--- config.mk ---
export PLATFORM = sky130hd
export DESIGN_NAME = gzip_header_skipper_flat
export DESIGN_NICKNAME = d
export VERILOG_FILES = /design/src/rtl/core/ghs_pkg.sv /design/src/rtl/core/ghs_byte_if.sv /design/src/rtl/core/ghs_tag_if.sv /design/src/rtl/core/ghs_in_stage.sv /design/src/rtl/core/ghs_walker.sv /design/src/rtl/core/gzip_header_skipper.sv /design/src/flat_wrapper.sv
export VERILOG_INCLUDE_DIRS = /design/src /design/src/rtl/core
export SDC_FILE = /design/constraint.sdc
export NUM_CORES = 1
export LEC_CHECK = 0
export ABC_AREA = 1
export BUFFER_PORTS_ARGS = -buffer_cell sky130_fd_sc_hd__buf_2
export CAP_MARGIN = 15
export CORE_UTILIZATION = 45
export CTS_CLUSTER_DIAMETER = 80
export DETAILED_ROUTE_END_ITERATION = 12
export HOLD_SLACK_MARGIN = 0.02
export PLACE_DENSITY_LB_ADDON = 0.3
export SLEW_MARGIN = 10
export SYNTH_ARGS = -nofsm -noshare
export SYNTH_HDL_FRONTEND = slang
export SYNTH_HIERARCHICAL = 1
export SYNTH_SLANG_ARGS = --single-unit
export TNS_END_PERCENT = 20
--- constraint.sdc ---
create_clock -name clk -period 3.4 [get_ports clk]
set_input_delay 0.34 -clock clk [delete_from_list [all_inputs] [get_ports clk]]
set_output_delay 0.34 -clock clk [all_outputs]
set_load 0.01 [all_outputs]
--- src/rtl/core/assert_macros.svh ---
// assertion helpers, clocked on clk and disabled while arst_n is low
`ifndef ASSERT_MACROS_SVH
`define ASSERT_MACROS_SVH

`ifndef SYNTHESIS

`define GHS_ASSERT(label, prop, msg) \
	label: assert property (@(posedge clk) disable iff (!arst_n) (prop)) else $error(msg);

`define GHS_ASSERT_IMPLY(label, ante, cons, msg) \
	label: assert property (@(posedge clk) disable iff (!arst_n) (ante) |-> (cons)) \
		else $error(msg);

`define GHS_ASSERT_NEXT(label, ante, cons, msg) \
	label: assert property (@(posedge clk) disable iff (!arst_n) (ante) |=> (cons)) \
		else $error(msg);

`else

`define GHS_ASSERT(label, prop, msg)
`define GHS_ASSERT_IMPLY(label, ante, cons, msg)
`define GHS_ASSERT_NEXT(label, ante, cons, msg)

`endif

`endif

--- src/rtl/core/ghs_pkg.sv ---
package ghs_pkg;

	typedef enum logic [3:0] {
		PH_IDLE    = 4'd0,
		PH_MTIME   = 4'd1,
		PH_XFL     = 4'd2,
		PH_OS      = 4'd3,
		PH_XLEN    = 4'd4,
		PH_EXTRA   = 4'd5,
		PH_NAME    = 4'd6,
		PH_COMMENT = 4'd7,
		PH_HCRC    = 4'd8
	} phase_t;

	typedef enum logic [1:0] {
		ST_STARTED = 2'd0,
		ST_MORE    = 2'd1,
		ST_LAST    = 2'd2,
		ST_IGNORED = 2'd3
	} status_t;

	localparam logic [2:0] SEC_MTIME   = 3'd0;
	localparam logic [2:0] SEC_XFL     = 3'd1;
	localparam logic [2:0] SEC_OS      = 3'd2;
	localparam logic [2:0] SEC_XLEN    = 3'd3;
	localparam logic [2:0] SEC_EXTRA   = 3'd4;
	localparam logic [2:0] SEC_NAME    = 3'd5;
	localparam logic [2:0] SEC_COMMENT = 3'd6;
	localparam logic [2:0] SEC_HCRC    = 3'd7;

	localparam logic KIND_START = 1'b0;
	localparam logic KIND_BYTE  = 1'b1;

	// option flag bits, flg shifted down by one
	localparam int OPT_HCRC    = 0;
	localparam int OPT_EXTRA   = 1;
	localparam int OPT_NAME    = 2;
	localparam int OPT_COMMENT = 3;

	localparam logic [15:0] MTIME_LEN = 16'd4;
	localparam logic [15:0] XLEN_LEN  = 16'd2;
	localparam logic [15:0] HCRC_LEN  = 16'd2;

	typedef struct packed {
		logic       kind;
		logic [7:0] value;
	} item_t;

	typedef struct packed {
		status_t    status;
		logic [2:0] section;
	} result_t;

endpackage

--- src/rtl/core/ghs_byte_if.sv ---
interface ghs_byte_if;
	logic       valid;
	logic       ready;
	logic       kind;
	logic [7:0] value;

	modport source (output valid, output kind, output value, input ready);
	modport sink (input valid, input kind, input value, output ready);
endinterface

--- src/rtl/core/ghs_tag_if.sv ---
interface ghs_tag_if;
	logic       valid;
	logic       ready;
	logic [1:0] status;
	logic [2:0] section;

	modport source (output valid, output status, output section, input ready);
	modport sink (input valid, input status, input section, output ready);
endinterface

--- src/rtl/core/ghs_in_stage.sv ---
module ghs_in_stage
	import ghs_pkg::*;
(
	input  logic           clk,
	input  logic           arst_n,
	ghs_byte_if.sink       hdr,
	input  logic           take,
	output logic           valid_s1,
	output item_t          item_s1
);

	logic load;

	assign hdr.ready = !valid_s1 || take;
	assign load      = hdr.valid && hdr.ready;

	always_ff @(posedge clk or negedge arst_n) begin
		if (!arst_n) begin
			valid_s1 <= 1'b0;
		end else if (hdr.ready) begin
			valid_s1 <= hdr.valid;
		end
	end

	always_ff @(posedge clk) begin
		if (load) begin
			item_s1 <= '{kind: hdr.kind, value: hdr.value};
		end
	end

endmodule

--- src/rtl/core/ghs_walker.sv ---
`include "assert_macros.svh"

module ghs_walker
	import ghs_pkg::*;
(
	input  logic           clk,
	input  logic           arst_n,
	input  logic           item_valid,
	input  item_t          item,
	output logic           take,
	ghs_tag_if.source      res
);

	phase_t      phase_q, phase_n;
	logic [15:0] remaining_q, remaining_n;
	logic [3:0]  opt_q, opt_n;
	logic [7:0]  low_q, low_n;
	result_t     res_n, res_s2;
	logic        valid_s2;

	// next section after the extra field
	function automatic phase_t after_extra(input logic [3:0] opt);
		if (opt[OPT_NAME]) begin
			return PH_NAME;
		end else if (opt[OPT_COMMENT]) begin
			return PH_COMMENT;
		end else if (opt[OPT_HCRC]) begin
			return PH_HCRC;
		end else begin
			return PH_IDLE;
		end
	endfunction

	function automatic phase_t after_name(input logic [3:0] opt);
		if (opt[OPT_COMMENT]) begin
			return PH_COMMENT;
		end else if (opt[OPT_HCRC]) begin
			return PH_HCRC;
		end else begin
			return PH_IDLE;
		end
	endfunction

	function automatic logic [15:0] entry_count(input phase_t ph, input logic [15:0] rem);
		if (ph == PH_HCRC) begin
			return HCRC_LEN;
		end else if (ph == PH_IDLE) begin
			return 16'd0;
		end else begin
			return rem;
		end
	endfunction

	assign take = item_valid && (!valid_s2 || res.ready);

	always_comb begin
		phase_n     = phase_q;
		remaining_n = remaining_q;
		opt_n       = opt_q;
		low_n       = low_q;
		res_n       = '{status: ST_IGNORED, section: SEC_MTIME};
		if (item.kind == KIND_START) begin
			opt_n       = item.value[4:1];
			phase_n     = PH_MTIME;
			remaining_n = MTIME_LEN;
			low_n       = 8'd0;
			res_n       = '{status: ST_STARTED, section: SEC_MTIME};
		end else begin
			case (phase_q)
				PH_MTIME: begin
					res_n.section = SEC_MTIME;
					remaining_n   = remaining_q - 16'd1;
					if (remaining_n == 16'd0) begin
						phase_n = PH_XFL;
					end
				end
				PH_XFL: begin
					res_n.section = SEC_XFL;
					phase_n       = PH_OS;
				end
				PH_OS: begin
					res_n.section = SEC_OS;
					if (opt_q[OPT_EXTRA]) begin
						phase_n     = PH_XLEN;
						remaining_n = XLEN_LEN;
					end else begin
						phase_n     = after_extra(opt_q);
						remaining_n = entry_count(phase_n, remaining_q);
					end
				end
				PH_XLEN: begin
					res_n.section = SEC_XLEN;
					if (remaining_q == XLEN_LEN) begin
						low_n       = item.value;
						remaining_n = 16'd1;
					end else begin
						remaining_n = {item.value, low_q};
						if (remaining_n == 16'd0) begin
							phase_n     = after_extra(opt_q);
							remaining_n = entry_count(phase_n, remaining_n);
						end else begin
							phase_n = PH_EXTRA;
						end
					end
				end
				PH_EXTRA: begin
					res_n.section = SEC_EXTRA;
					remaining_n   = remaining_q - 16'd1;
					if (remaining_n == 16'd0) begin
						phase_n     = after_extra(opt_q);
						remaining_n = entry_count(phase_n, remaining_n);
					end
				end
				PH_NAME: begin
					res_n.section = SEC_NAME;
					if (item.value == 8'd0) begin
						phase_n     = after_name(opt_q);
						remaining_n = entry_count(phase_n, remaining_q);
					end
				end
				PH_COMMENT: begin
					res_n.section = SEC_COMMENT;
					if (item.value == 8'd0) begin
						phase_n     = opt_q[OPT_HCRC] ? PH_HCRC : PH_IDLE;
						remaining_n = entry_count(phase_n, remaining_q);
					end
				end
				PH_HCRC: begin
					res_n.section = SEC_HCRC;
					remaining_n   = remaining_q - 16'd1;
					if (remaining_n == 16'd0) begin
						phase_n = PH_IDLE;
					end
				end
				default: begin
					res_n.section = SEC_MTIME;
				end
			endcase
			if (phase_q != PH_IDLE && phase_q <= PH_HCRC) begin
				res_n.status = (phase_n == PH_IDLE) ? ST_LAST : ST_MORE;
			end
		end
	end

	always_ff @(posedge clk or negedge arst_n) begin
		if (!arst_n) begin
			phase_q     <= PH_IDLE;
			remaining_q <= 16'd0;
			opt_q       <= 4'd0;
			low_q       <= 8'd0;
		end else if (take) begin
			phase_q     <= phase_n;
			remaining_q <= remaining_n;
			opt_q       <= opt_n;
			low_q       <= low_n;
		end
	end

	always_ff @(posedge clk or negedge arst_n) begin
		if (!arst_n) begin
			valid_s2 <= 1'b0;
		end else if (!valid_s2 || res.ready) begin
			valid_s2 <= item_valid;
		end
	end

	always_ff @(posedge clk) begin
		if (take) begin
			res_s2 <= res_n;
		end
	end

	assign res.valid   = valid_s2;
	assign res.status  = res_s2.status;
	assign res.section = res_s2.section;

	`GHS_ASSERT_IMPLY(a_mtime_count, phase_q == PH_MTIME,
		remaining_q != 16'd0 && remaining_q <= MTIME_LEN, "mtime count out of range")
	`GHS_ASSERT_IMPLY(a_hcrc_count, phase_q == PH_HCRC,
		remaining_q == 16'd1 || remaining_q == HCRC_LEN, "hcrc count out of range")
	`GHS_ASSERT_IMPLY(a_extra_count, phase_q == PH_EXTRA,
		remaining_q != 16'd0, "extra section entered with no bytes left")
	`GHS_ASSERT_NEXT(a_start_result, take && item.kind == KIND_START,
		res.valid && res.status == ST_STARTED && phase_q == PH_MTIME,
		"start request did not restart the header")

endmodule

--- src/rtl/core/gzip_header_skipper.sv ---
// a request accepted into the input register moves on into the result register
// throughput: one header byte per cycle, no bubbles while the result side keeps up
// the input register and the result register each hold one request, a held result stalls
// intake once both are full
// the header walk state registers update as an item leaves the input register
// reset (arst_n low) empties both registers and returns the walker to idle
module gzip_header_skipper
	import ghs_pkg::*;
(
	input  logic           clk,
	input  logic           arst_n,
	ghs_byte_if.sink       hdr_bytes,
	ghs_tag_if.source      tags
);

	logic  valid_s1;
	item_t item_s1;
	logic  take;

	ghs_in_stage u_in_stage (
		.clk      (clk),
		.arst_n   (arst_n),
		.hdr      (hdr_bytes),
		.take     (take),
		.valid_s1 (valid_s1),
		.item_s1  (item_s1)
	);

	ghs_walker u_walker (
		.clk        (clk),
		.arst_n     (arst_n),
		.item_valid (valid_s1),
		.item       (item_s1),
		.take       (take),
		.res        (tags)
	);

endmodule

--- src/flat_wrapper.sv ---
// flat-port wrapper written by rule: the top's interface ports become plain ports
module gzip_header_skipper_flat import ghs_pkg::*;
  (clk, arst_n, hdr_bytes_valid, hdr_bytes_kind, hdr_bytes_value, hdr_bytes_ready, tags_valid, tags_status, tags_section, tags_ready);
  ghs_byte_if hdr_bytes_i ();
  ghs_tag_if tags_i ();
  input  logic clk;
  input  logic arst_n;
  input wire logic [$bits(hdr_bytes_i.valid)-1:0] hdr_bytes_valid;
  input wire logic [$bits(hdr_bytes_i.kind)-1:0] hdr_bytes_kind;
  input wire logic [$bits(hdr_bytes_i.value)-1:0] hdr_bytes_value;
  output wire logic [$bits(hdr_bytes_i.ready)-1:0] hdr_bytes_ready;
  output wire logic [$bits(tags_i.valid)-1:0] tags_valid;
  output wire logic [$bits(tags_i.status)-1:0] tags_status;
  output wire logic [$bits(tags_i.section)-1:0] tags_section;
  input wire logic [$bits(tags_i.ready)-1:0] tags_ready;
  assign hdr_bytes_i.valid = hdr_bytes_valid;
  assign hdr_bytes_i.kind = hdr_bytes_kind;
  assign hdr_bytes_i.value = hdr_bytes_value;
  assign hdr_bytes_ready = hdr_bytes_i.ready;
  assign tags_valid = tags_i.valid;
  assign tags_status = tags_i.status;
  assign tags_section = tags_i.section;
  assign tags_i.ready = tags_ready;
  gzip_header_skipper u_core (.clk(clk), .arst_n(arst_n), .hdr_bytes(hdr_bytes_i), .tags(tags_i));
endmodule
Word-level counts from Yosys, hierarchy flattened
Index checks and enable logic that the tools add are counted.
Storage, ports and cells
  input bits: 13
  output and inout port bits: 7
  flip-flop bits (word level): 48
  logic and storage cells: 107
Operators by class
  order comparisons: 1
  bitwise operators: 1
  reduce and logical (&&, ||, !) cells: 21
  equality and inequality tests: 22
  $add $sub $neg: 1
  mux-type cells: 51
Operator list (number)
  two-way mux 16 bit: 17
  two-way mux 4 bit: 26
  case mux 16 bit (6 select lines): 1
  zero test 16 bit: 2
  case mux 4 bit (8 select lines): 1
  equality test 4 bit, second input constant: 6
  zero test 4 bit: 6
  two-way mux 8 bit: 3
  case mux 3 bit (7 select lines): 1
  equality test 16 x 2 -> 1 bit, second input constant: 1
  equality test 4 x 3 -> 1 bit, second input constant: 4
  subtractor 16 x 1 -> 16 bit, second input constant: 1
  equality test 4 x 2 -> 1 bit, second input constant: 2
  zero test 8 bit: 1
  != test 4 bit, second input constant: 2
  != test 7 bit, second input constant: 1
  AND reduction 7 bit: 1
  != test 3 bit, second input constant: 2
  != test 5 bit, second input constant: 1
  equality test 4 x 1 -> 1 bit, second input constant: 1
  <= comparator 4 bit, second input constant: 1
  two-way mux 2 bit: 2
  != test 2 bit, second input constant: 2
  nonzero test 4 bit: 1
  7 further kinds: 11

Depth between registers and ports, before layout
Gate-level depths: netlist (run 1).
  depth after elaboration: 14
  mapped depth: 19
  depth with buffers taken out: 19

Modules after synthesis
The synthesis (run 1) kept the hierarchy.
Modules (own cells, without submodules)
  ghs_walker: cells each 407, area an instance 2805.2 µm², times used 1, seq. area each 975.9 µm²
  ghs_in_stage: cells each 15, area an instance 315.3 µm², times used 1, seq. area each 295.3 µm²

Least setup slack after synthesis (run 1)
Ideal clock, no wire load.
  kind: register -> register
  start point: reg u_core.u_walker.remaining_q[0]
  end point: reg u_core.u_walker.res_s2 (netlist bit u_core/u_walker/res.status[0]) (data pin)
  period minus slack after synthesis: 2.183 ns
  stages on the path, launching flop included: 16
  setup time: 0.267 ns
  arrival time: 1.916 ns
  required time: 3.133 ns
  setup slack: 1.217 ns
  path buffers: 0
  cells stage by stage: dfrtp_1 -> inv_1 -> ha_1 -> nand2_2 -> nor2_4 -> nand3_1 -> nand2_2 -> nand2_1 -> nor2_2 -> nand4_1 -> nand2_2 -> nand2_2 -> o21ai_4 -> nand3_2 -> nor2_2 -> a21oi_1
Between the ends
  word-level cells in the longest chain between the ends: 8
  elaborated cells on any way between the ends: 12
  those cells by class: 1 x add/sub; 1 x eq/ne; 8 x mux; 2 x reduce/logical
Ends and longest elaborated chain
  start, declared: line ghs_walker.sv:15  | logic [15:0] remaining_q, remaining_n;
  start signal, assigned: line ghs_walker.sv:153  | remaining_q <= remaining_n;
  subtractor 16 x 1 -> 16 bit: line ghs_walker.sv:72, ghs_walker.sv:108, ghs_walker.sv:130
  zero test 16 bit: line ghs_walker.sv:73, ghs_walker.sv:109, ghs_walker.sv:131
  two-way mux 4 bit, on equally long branches: line ghs_walker.sv:131, ghs_walker.sv:73, ghs_walker.sv:109
  case mux 4 bit (8 select lines) (*): line ghs_walker.sv:69  | case (phase_q)
  two-way mux 4 bit (*): line ghs_walker.sv:62  | if (item.kind == KIND_START) begin
  zero test 4 bit (*): line ghs_walker.sv:140  | res_n.status = (phase_n == PH_IDLE) ? ST_LAST : ST_MORE;
  two-way mux 2 bit (*): line ghs_walker.sv:140
  two-way mux 2 bit (*): line ghs_walker.sv:139  | if (phase_q != PH_IDLE && phase_q <= PH_HCRC) begin
  end signal, assigned: line ghs_walker.sv:169  | res_s2 <= res_n;
  end, declared: line ghs_walker.sv:18  | result_t res_n, res_s2;
Mark *: on every way between the ends. The rest lies on a longest branch, timed or not. The select of a mux whose other input is x is not followed.
A chain may end at the register's enable or synchronous reset.

Final worst setup path (run 1)
Ends and elaborated chain as after synthesis.

==> results.sh, run 1 <==
export IMPL_synth_cell_area_sq_um=3120
export IMPL_grt_first_pass_wirelength_mm=13.13
export IMPL_floorplan_core_area_sq_um=6531
export IMPL_cellPowerDensity_nw_per_um2=832.7
export IMPL_cts_repair_timing_setup_buffer_count=0
export IMPL_tritoncts_num_buffers=5
export IMPL_crit_reg2reg_capture="u_core/u_walker/res.status[0]"
export IMPL_gr_total_overflow=0
export IMPL_ys_warn_count=6
export IMPL_critical_path_max_stage_delay_ns=0.41
export IMPL_timing_worst_slew_pin_value_ns=0.8089
export IMPL_worst_setup_path_endpoint="u_core/u_walker/res.status[0]"
export IMPL_cts_hold_buffers=0
export IMPL_period_minus_slack_ns=2.577
export IMPL_drt_vias_per_instance=5.493
export IMPL_synth_seq_cells=48
export IMPL_detailedRoute_firstPassIterationCount=6
export IMPL_drt_wl_total_mm=7.820
export IMPL_timing_critical_path_from="u_core/u_walker/remaining_q[0]"
export IMPL_drc=0
export IMPL_die_w_um=85.28
export IMPL_cell_breakdown_of_the_critical_path="inv_1, ha_1, nand2_2, nor2_4, nand3_1, nand2_1, nand2_2, nor2_4, nand3_2, o21ai_1, nand2_1, nand2_2, nand3_2, nor2_2, a21oi_1"
export IMPL_crit_top_cell="sky130_fd_sc_hd__nand2_2"
export IMPL_setup_worst_path_class="reg2reg"
export IMPL_irDropWorstVdd_mv=0.3036
export IMPL_synth_sequential_area_ratio=0.4074
export IMPL_fin_worst_hold_slack_ns=0.1184
export IMPL_num_rows=29
export IMPL_grt_setup_unrepaired="no"
export IMPL_ctsRootBufferMaster="sky130_fd_sc_hd__clkbuf_8"
export IMPL_average_wire_length_per_cell_after_detail_routing_um=14.95
export IMPL_synthToLayoutAreaGrowth_pct=8.260
export IMPL_status="finished, final reports clean"
export IMPL_hold_viol=0
export IMPL_rr_worst_depth=15
export IMPL_post_cts_resize_count=0
export IMPL_final_net_count=461
export IMPL_largest_net_degree_at_the_start_of_global_routing=35
export IMPL_post_dp_hpwl_mm=6.002
export IMPL_timing_max_cap_violations=0
export IMPL_crit_arrival_ns=2.62
export IMPL_place_port_buffers=19
export IMPL_synth_nets=438
export IMPL_yosys_cell_types_count=38
export IMPL_syn_avg_cell_area_sq_um=7.395
export IMPL_fmaxAchievable_mhz=388.1
export IMPL_clock_insertion_delay_at_the_later_pin_of_the_skew_report_ns=0.30
export IMPL_cts_reportedPaths_clkPinSlew_ns=0.09
export IMPL_postRouteAntennaNets=0
export IMPL_cts_num_sinks=48
export IMPL_clockBufferDepth=2
export IMPL_drt_initial_drc_count=194
export IMPL_slew_viol_final=0
export IMPL_die_height_um=85.28
export IMPL_synthesis_instances=422
export IMPL_endpoint_kind="flop"
export IMPL_power_mw=2.813
export IMPL_reg2reg_setup_slack_ns=0.82
export IMPL_io_pins=20
export IMPL_grt_total_usage=0.2320
export IMPL_max_slew_margin=0.4608
export IMPL_diodes=0
export IMPL_initial_utilization=0.4778
export IMPL_fill_cells=641
export IMPL_synth_area_leaders="sky130_fd_sc_hd__dfrtp_1, sky130_fd_sc_hd__edfxtp_1, sky130_fd_sc_hd__nand2_1"
export IMPL_place_gp_congestion=0.9888
export IMPL_layout_drive_gt1_share=0.1637
export IMPL_holdCritPathClass="in2async"
export IMPL_crit_reg2reg_launch="u_core/u_walker/remaining_q[0]"
export IMPL_total_via_count_after_detailed_routing=2873
export IMPL_post_synth_top_area_cell="sky130_fd_sc_hd__dfrtp_1"
export IMPL_fin_crit_sh=0.7579
export IMPL_timing_clock_skew_ns=0.007819
export IMPL_clock_tree_from_tritoncts="built"
export IMPL_grt_antenna_before_repair=0
export IMPL_leakage_nw=1.619
export IMPL_worst_path_max_fanout=7
export IMPL_synthDominantCellAreaShare=0.2727
export IMPL_cp_slowest_cell="sky130_fd_sc_hd__dfrtp_1"
export IMPL_htree_num_levels=2
export IMPL_first_global_vias=2773
export IMPL_final_setup_viol_count=0
export IMPL_crit_required_ns=3.44
export IMPL_postLayoutCoreUtil=0.5172
export IMPL_dieArea_sq_um=7272
export IMPL_setup_total_negative_slack_ns=0
export IMPL_startpoint_class="flop"
==> logic make-up after synthesis <==
| kind of cell | count (synthesis) | synth area share |
|---|---|---|
| flip-flops | 48 | 0.4074 |
| AO/OA/AOI/OAI | 72 | 0.1327 |
| buffers and inverters | 71 | 0.08861 |
| XOR/XNOR | 1 | 0.002807 |
| adder cells (fa/ha/maj) | 3 | 0.01203 |
| AND/OR/NAND/NOR | 227 | 0.3565 |
==> area by class of cell <==
class	instances	area, sq um	area share
Multi-Input combinational cell	303	1573	0.4656
Sequential cell	48	1271	0.3763
Inverter	68	257.7	0.07630
Tap cell	77	96.34	0.02852
Timing Repair Buffer	19	95.09	0.02815
Clock buffer	6	72.57	0.02148
Clock inverter	2	12.51	0.003704
==> cell usage after synthesis (all sizes together) <==
master,n
a22oi,1
a32oi,1
inv,68
xor2,1
nor3,8
nand3,25
o31ai,1
o211ai,1
o21ai,40
dfrtp,34
nand4,9
ha,3
buf,1
a31oi,1
a21oi,11
nand3b,1
nor2,60
clkbuf,2
o22ai,13
nand2,124
edfxtp,14
a211oi,1
a22o,2
==> metrics by stage <==
stage	instances	instance area, sq um	setup WS [ns]
5_1_grt	523	3378	0.5238
3_5_place_dp	515	3293	0.8634
6_report	523	3378	0.8232
4_1_cts	523	3378	0.8413
2_1_floorplan	422	3120	1.217
3_3_place_gp	515	3293	0.9076
==> critical path, delay by kind of cell (launching register included) <==
| kind | cells | cell delay [ns] |
|---|---|---|
| AOI/OAI and AO/OA | 2 | 0.23 |
| buffers and inverters | 1 | 0.19 |
| DFF | 1 | 0.41 |
| and+or+nand+nor | 11 | 1.24 |
| adders and majority gates | 1 | 0.25 |
==> flip-flops by register name, indices dropped and copies added, names as in the netlist <==
register,count
u_core/u_in_stage/valid_s1,1
u_core/u_walker/low_q,8
u_core/u_walker/res.valid,1
u_core/u_in_stage/item_s1,9
u_core/u_walker/res.status,2
u_core/u_walker/opt_q,4
u_core/u_walker/res.section,3
u_core/u_walker/remaining_q,16
u_core/u_walker/phase_q,4
==> where the power goes <==
group	internal, mW	leakage [nW]	switching (mW)
Clock	0.144	0.0412	0.199
Combinational	0.534	0.992	1.14
Sequential	0.704	0.586	0.0958
==> worst min-delay path by stage <==
stage                     slack [ns]  cells past startpoint                         endpoint                      start
final                           0.12                      1         u_core/u_walker/low_q[7]                     arst_n
after CTS                       0.15                      1  u_core/u_walker/remaining_q[11]                     arst_n
after detailed placement        0.48                      2        u_core/u_walker/res.valid  u_core/u_walker/res.valid
after global routing            0.17                      1         u_core/u_walker/low_q[7]                     arst_n
after floorplan                 0.04                      0       u_core/u_in_stage/valid_s1                     arst_n
after global placement          0.48                      1  u_core/u_walker/remaining_q[13]                     arst_n
==> routing by layer <==
| layer | vias to the layer above | routed length (um) | share of wire | global-route usage |
|---|---|---|---|---|
| met2 | 120 | 3419 | 0.44 | 0.3710 |
| li1 | 1421 | - | - | - |
| met5 | - | 0 | 0 | 0 |
| met4 | 0 | 146 | 0.019 | 0.07121 |
| met3 | 17 | 474 | 0.061 | 0.03988 |
| met1 | 1315 | 3779 | 0.48 | 0.3230 |
==> placed cells by master, fill, tap and decap left out, types with 5 or more instances in the layout <==
cell,instances
sky130_fd_sc_hd__o21ai_0,31
sky130_fd_sc_hd__clkbuf_8,5
sky130_fd_sc_hd__nand2_1,107
sky130_fd_sc_hd__nand4_1,8
sky130_fd_sc_hd__nor2_4,6
sky130_fd_sc_hd__nor2_2,9
sky130_fd_sc_hd__dfrtp_1,34
sky130_fd_sc_hd__o22ai_1,13
sky130_fd_sc_hd__buf_2,19
sky130_fd_sc_hd__a21oi_1,10
sky130_fd_sc_hd__nand3_2,5
sky130_fd_sc_hd__nor2_1,45
sky130_fd_sc_hd__nand3_1,19
sky130_fd_sc_hd__edfxtp_1,14
sky130_fd_sc_hd__nor3_1,6
sky130_fd_sc_hd__nand2_2,15
sky130_fd_sc_hd__o21ai_1,8
sky130_fd_sc_hd__inv_1,65
Note: power is estimated with default switching activity, not from simulation.
==> inputs of run 2 (changes only) <==
--- a/config.mk
+++ b/config.mk
@@ -6,7 +6,7 @@
 export SDC_FILE = /design/constraint.sdc
 export NUM_CORES = 1
 export LEC_CHECK = 0
-export ABC_AREA = 1
+export ABC_AREA = 0
 export BUFFER_PORTS_ARGS = -buffer_cell sky130_fd_sc_hd__buf_2
 export CAP_MARGIN = 15
 export CORE_UTILIZATION = 45
==> constraint.sdc (replaced) <==
create_clock -name clk -period 2.1 [get_ports clk]
set_input_delay 0.21 -clock clk [delete_from_list [all_inputs] [get_ports clk]]
set_output_delay 0.21 -clock clk [all_outputs]
set_load 0.01 [all_outputs]
==> results.sh, run 2 <==
export IMPL_status="finished, violations left"
export IMPL_violations="DRC, setup timing"
export IMPL_post_dp_hpwl_mm=7.196
export IMPL_drc=2
export IMPL_grt_setup_unrepaired="yes"
export IMPL_ctsRootBufferMaster="sky130_fd_sc_hd__clkbuf_8"
export IMPL_layout_drive_gt1_share=0.4461
export IMPL_synth_sequential_area_ratio=0.4183
export IMPL_diodes=0
export IMPL_reg2reg_setup_slack_ns=-0.75
export IMPL_drt_wl_total_mm=10.47
export IMPL_timing_worst_slew_pin_value_ns=0.7823
export IMPL_largest_net_degree_at_the_start_of_global_routing=35
export IMPL_async_s_r_ff_share_synth=0.7083
export IMPL_cell_breakdown_of_the_critical_path="or4_4, nor3_4, or3_4, o21ai_4, or3b_4, a311o_2, or3_1, o211ai_1"
export IMPL_place_gp_congestion=0.8870
export IMPL_die_height_um=84.18
export IMPL_detailedRoute_firstPassIterationCount=9
export IMPL_postRouteAntennaNets=0
export IMPL_min_delay_start="hdr_bytes_value[3]"
export IMPL_drt_initial_drc_count=411
export IMPL_timing_final_ws_setup_ns=-0.7494
export IMPL_final_setup_viol_count=22
export IMPL_cellPowerDensity_nw_per_um2=1743
export IMPL_cts_num_sinks=48
export IMPL_largest_register_ff_count=16
export IMPL_startpoint_class="flop"
export IMPL_ys_warn_count=6
export IMPL_max_slew_margin=0.4784
export IMPL_timing_max_cap_violations=0
export IMPL_post_synth_top_area_cell="sky130_fd_sc_hd__dfrtp_1"
export IMPL_dieArea_sq_um=7086
export IMPL_final_cell_mix="sky130_fd_sc_hd__buf_4, sky130_fd_sc_hd__dfrtp_1, sky130_fd_sc_hd__nand2_1"
export IMPL_grt_first_pass_wirelength_mm=16.24
export IMPL_postLayoutCoreUtil=0.7019
export IMPL_timing_clock_skew_ns=0.01551
export IMPL_power_clock_fraction=0.105
export IMPL_crit_reg2reg_launch="u_core/u_in_stage/item_s1[6]"
export IMPL_synth_top_flop_cell="sky130_fd_sc_hd__dfrtp_1"
export IMPL_netlist_top_cells_count="sky130_fd_sc_hd__nand2_1, sky130_fd_sc_hd__dfrtp_1, sky130_fd_sc_hd__nor2_1"
export IMPL_fmaxAchievable_mhz=351.0
export IMPL_num_rows=29
export IMPL_drt_vias_per_instance=6.209
export IMPL_gr_total_overflow=0
export IMPL_average_wire_length_per_cell_after_detail_routing_um=19.35
export IMPL_syn_avg_cell_area_sq_um=9.127
export IMPL_yosys_cell_types_count=70
export IMPL_crit_reg2reg_capture="u_core/u_walker/remaining_q[11]"
export IMPL_first_global_vias=3134
export IMPL_worst_path_max_fanout=6
export IMPL_endpoint_kind="flop"
export IMPL_setup_worst_path_class="reg2reg"
export IMPL_power_share_combinational=0.710
export IMPL_synthToLayoutAreaGrowth_pct=48.33
export IMPL_fill_cells=474
export IMPL_synthDominantCellAreaShare=0.2800
export IMPL_synth_area_leaders="sky130_fd_sc_hd__dfrtp_1, sky130_fd_sc_hd__edfxtp_1, sky130_fd_sc_hd__nand2_1"
export IMPL_tritoncts_num_buffers=5
export IMPL_initial_utilization=0.4732
export IMPL_crit_required_ns=2.33
export IMPL_cell_internal_pwr_mw=4.421
export IMPL_hold_viol=0
export IMPL_seq_power_share=0.185
export IMPL_yosys_cell_count_top_type="sky130_fd_sc_hd__nand2_1"
export IMPL_power_mw=7.858
export IMPL_grt_total_usage=0.2996
export IMPL_critical_path_max_stage_delay_ns=0.58
export IMPL_irDropWorstVdd_mv=0.8475
export IMPL_setup_total_negative_slack_ns=-13.58
export IMPL_final_instance_count_excl_fill=541
export IMPL_place_port_buffers=19
export IMPL_layout_cells_most_common="sky130_fd_sc_hd__buf_4"
export IMPL_pre_cts_slack_ns=-0.7376
export IMPL_fin_crit_sh=1.357
export IMPL_leakage_nw=1.967
export IMPL_count_of_flip_flops_with_a_built_in_enable_after_synthesis=14
export IMPL_netSwitchingPower_mw=3.436
export IMPL_synthesis_instances=333
export IMPL_synth_cell_area_sq_um=3039
export IMPL_grt_antenna_before_repair=0
export IMPL_timing_hold_worst_endpoint="u_core/u_in_stage/item_s1[3]"
export IMPL_max_flop_register="u_core/u_walker/remaining_q"
export IMPL_cp_slowest_cell="sky130_fd_sc_hd__or4_4"
export IMPL_clockBufferDepth=2
export IMPL_final_net_count=479
export IMPL_slew_viol_final=0
export IMPL_clock_insertion_delay_at_the_later_pin_of_the_skew_report_ns=0.31
export IMPL_synth_seq_cells=48
export IMPL_die_w_um=84.18
export IMPL_placedCellCount=512
export IMPL_layout_top_registers="u_core/u_walker/remaining_q: 16 flops, u_core/u_in_stage/item_s1: 9 flops, u_core/u_walker/low_q: 8 flops"
export IMPL_crit_arrival_ns=3.08
export IMPL_io_pins=20
export IMPL_period_minus_slack_ns=2.849
export IMPL_holdCritPathClass="in2reg"
export IMPL_rr_worst_depth=8
export IMPL_min_delay_path_depth=1
export IMPL_synth_nets=349
export IMPL_clock_tree_from_tritoncts="built"
export IMPL_floorplan_core_area_sq_um=6422
export IMPL_cts_reportedPaths_clkPinSlew_ns=0.10
export IMPL_p_sw_frac=0.4373
export IMPL_htree_num_levels=2
export IMPL_total_via_count_after_detailed_routing=3359
==> run 2: what timing repair did <==
item	4_1_cts	5_1_grt
buffers inserted	15	5
endpoints found under the hold margin	34	0
gates cloned	1	0
pin swaps	15	16
resized for setup	42	24
setup endpoints to repair	30	30
hold buffers	1	0
==> run 2: worst max-delay path: cells and delay by family (launching register included) <==
family / cells / cell delay (ns)
DFF: 1 / 0.40
AOI/OAI and AO/OA: 3 / 0.60
and+or+nand+nor: 5 / 1.75
==> run 2: cell families (layout without fill, tap and decap cells) <==
family | count (synthesis) | in the layout | synth area share
and+or+nand+nor | 142 | 142 | 0.2639
adders and majority gates | 3 | 3 | 0.01235
buffers and inverters | 29 | 160 | 0.04364
xor gates and xnor gates | 6 | 6 | 0.01729
muxes | 1 | 1 | 0.003294
AOI/OAI and AO/OA | 104 | 104 | 0.2413
DFF | 48 | 48 | 0.4183
==> run 2: how the worst max path moves through the flow <==
stage,from,end,slack (ns),depth (start not counted)
floorplan,u_core/u_walker/remaining_q[0],u_core/u_walker/remaining_q[9],-0.58,11
detailed placement,u_core/u_in_stage/item_s1[0],u_core/u_walker/remaining_q[11],-0.74,8
global placement,u_core/u_in_stage/item_s1[4],u_core/u_walker/remaining_q[11],-0.64,8
global route,u_core/u_walker/remaining_q[0],u_core/u_walker/remaining_q[5],-0.87,12
finish,u_core/u_in_stage/item_s1[6],u_core/u_walker/remaining_q[11],-0.75,8
CTS,u_core/u_in_stage/item_s1[3],u_core/u_walker/remaining_q[12],-0.60,10
==> run 2: cell type report <==
cell class | instances | area, sq um | share of cell area
clock buffer | 5 | 68.82 | 0.01527
clock inverter | 3 | 68.82 | 0.01527
inverter | 9 | 33.78 | 0.007494
multi-input combinational | 256 | 1899 | 0.4213
sequential | 48 | 1274 | 0.2825
tap | 77 | 96.34 | 0.02137
timing repair buffer | 143 | 1067 | 0.2367
==> run 2: power groups by stage <==
stage          clock network, mW  registers [mW]  logic [mW]
6_report                   0.824            1.46        5.58
5_1_grt                    0.867            1.47        5.94
4_1_cts                    0.825            1.43        5.10
3_5_place_dp                   0            1.44        4.52
3_3_place_gp                   0            1.44        4.48
2_1_floorplan                  0            1.41        2.48
==> run 2: per-layer routing <==
metal,up-vias,global-route usage,share of wire
met1,1597,0.4223,0.41
met4,0,0.1019,0.030
met3,37,0.03933,0.091
met5,-,0,0
li1,1514,-,-
met2,211,0.4784,0.47
==> run 2: per-stage QoR <==
step,area (sq um),hold WS [ns]
2_1_floorplan,3058,-0.08559
3_3_place_gp,3936,0.3215
3_5_place_dp,3936,0.3297
4_1_cts,4379,0.06754
5_1_grt,4508,0.05562
6_report,4508,0.06786
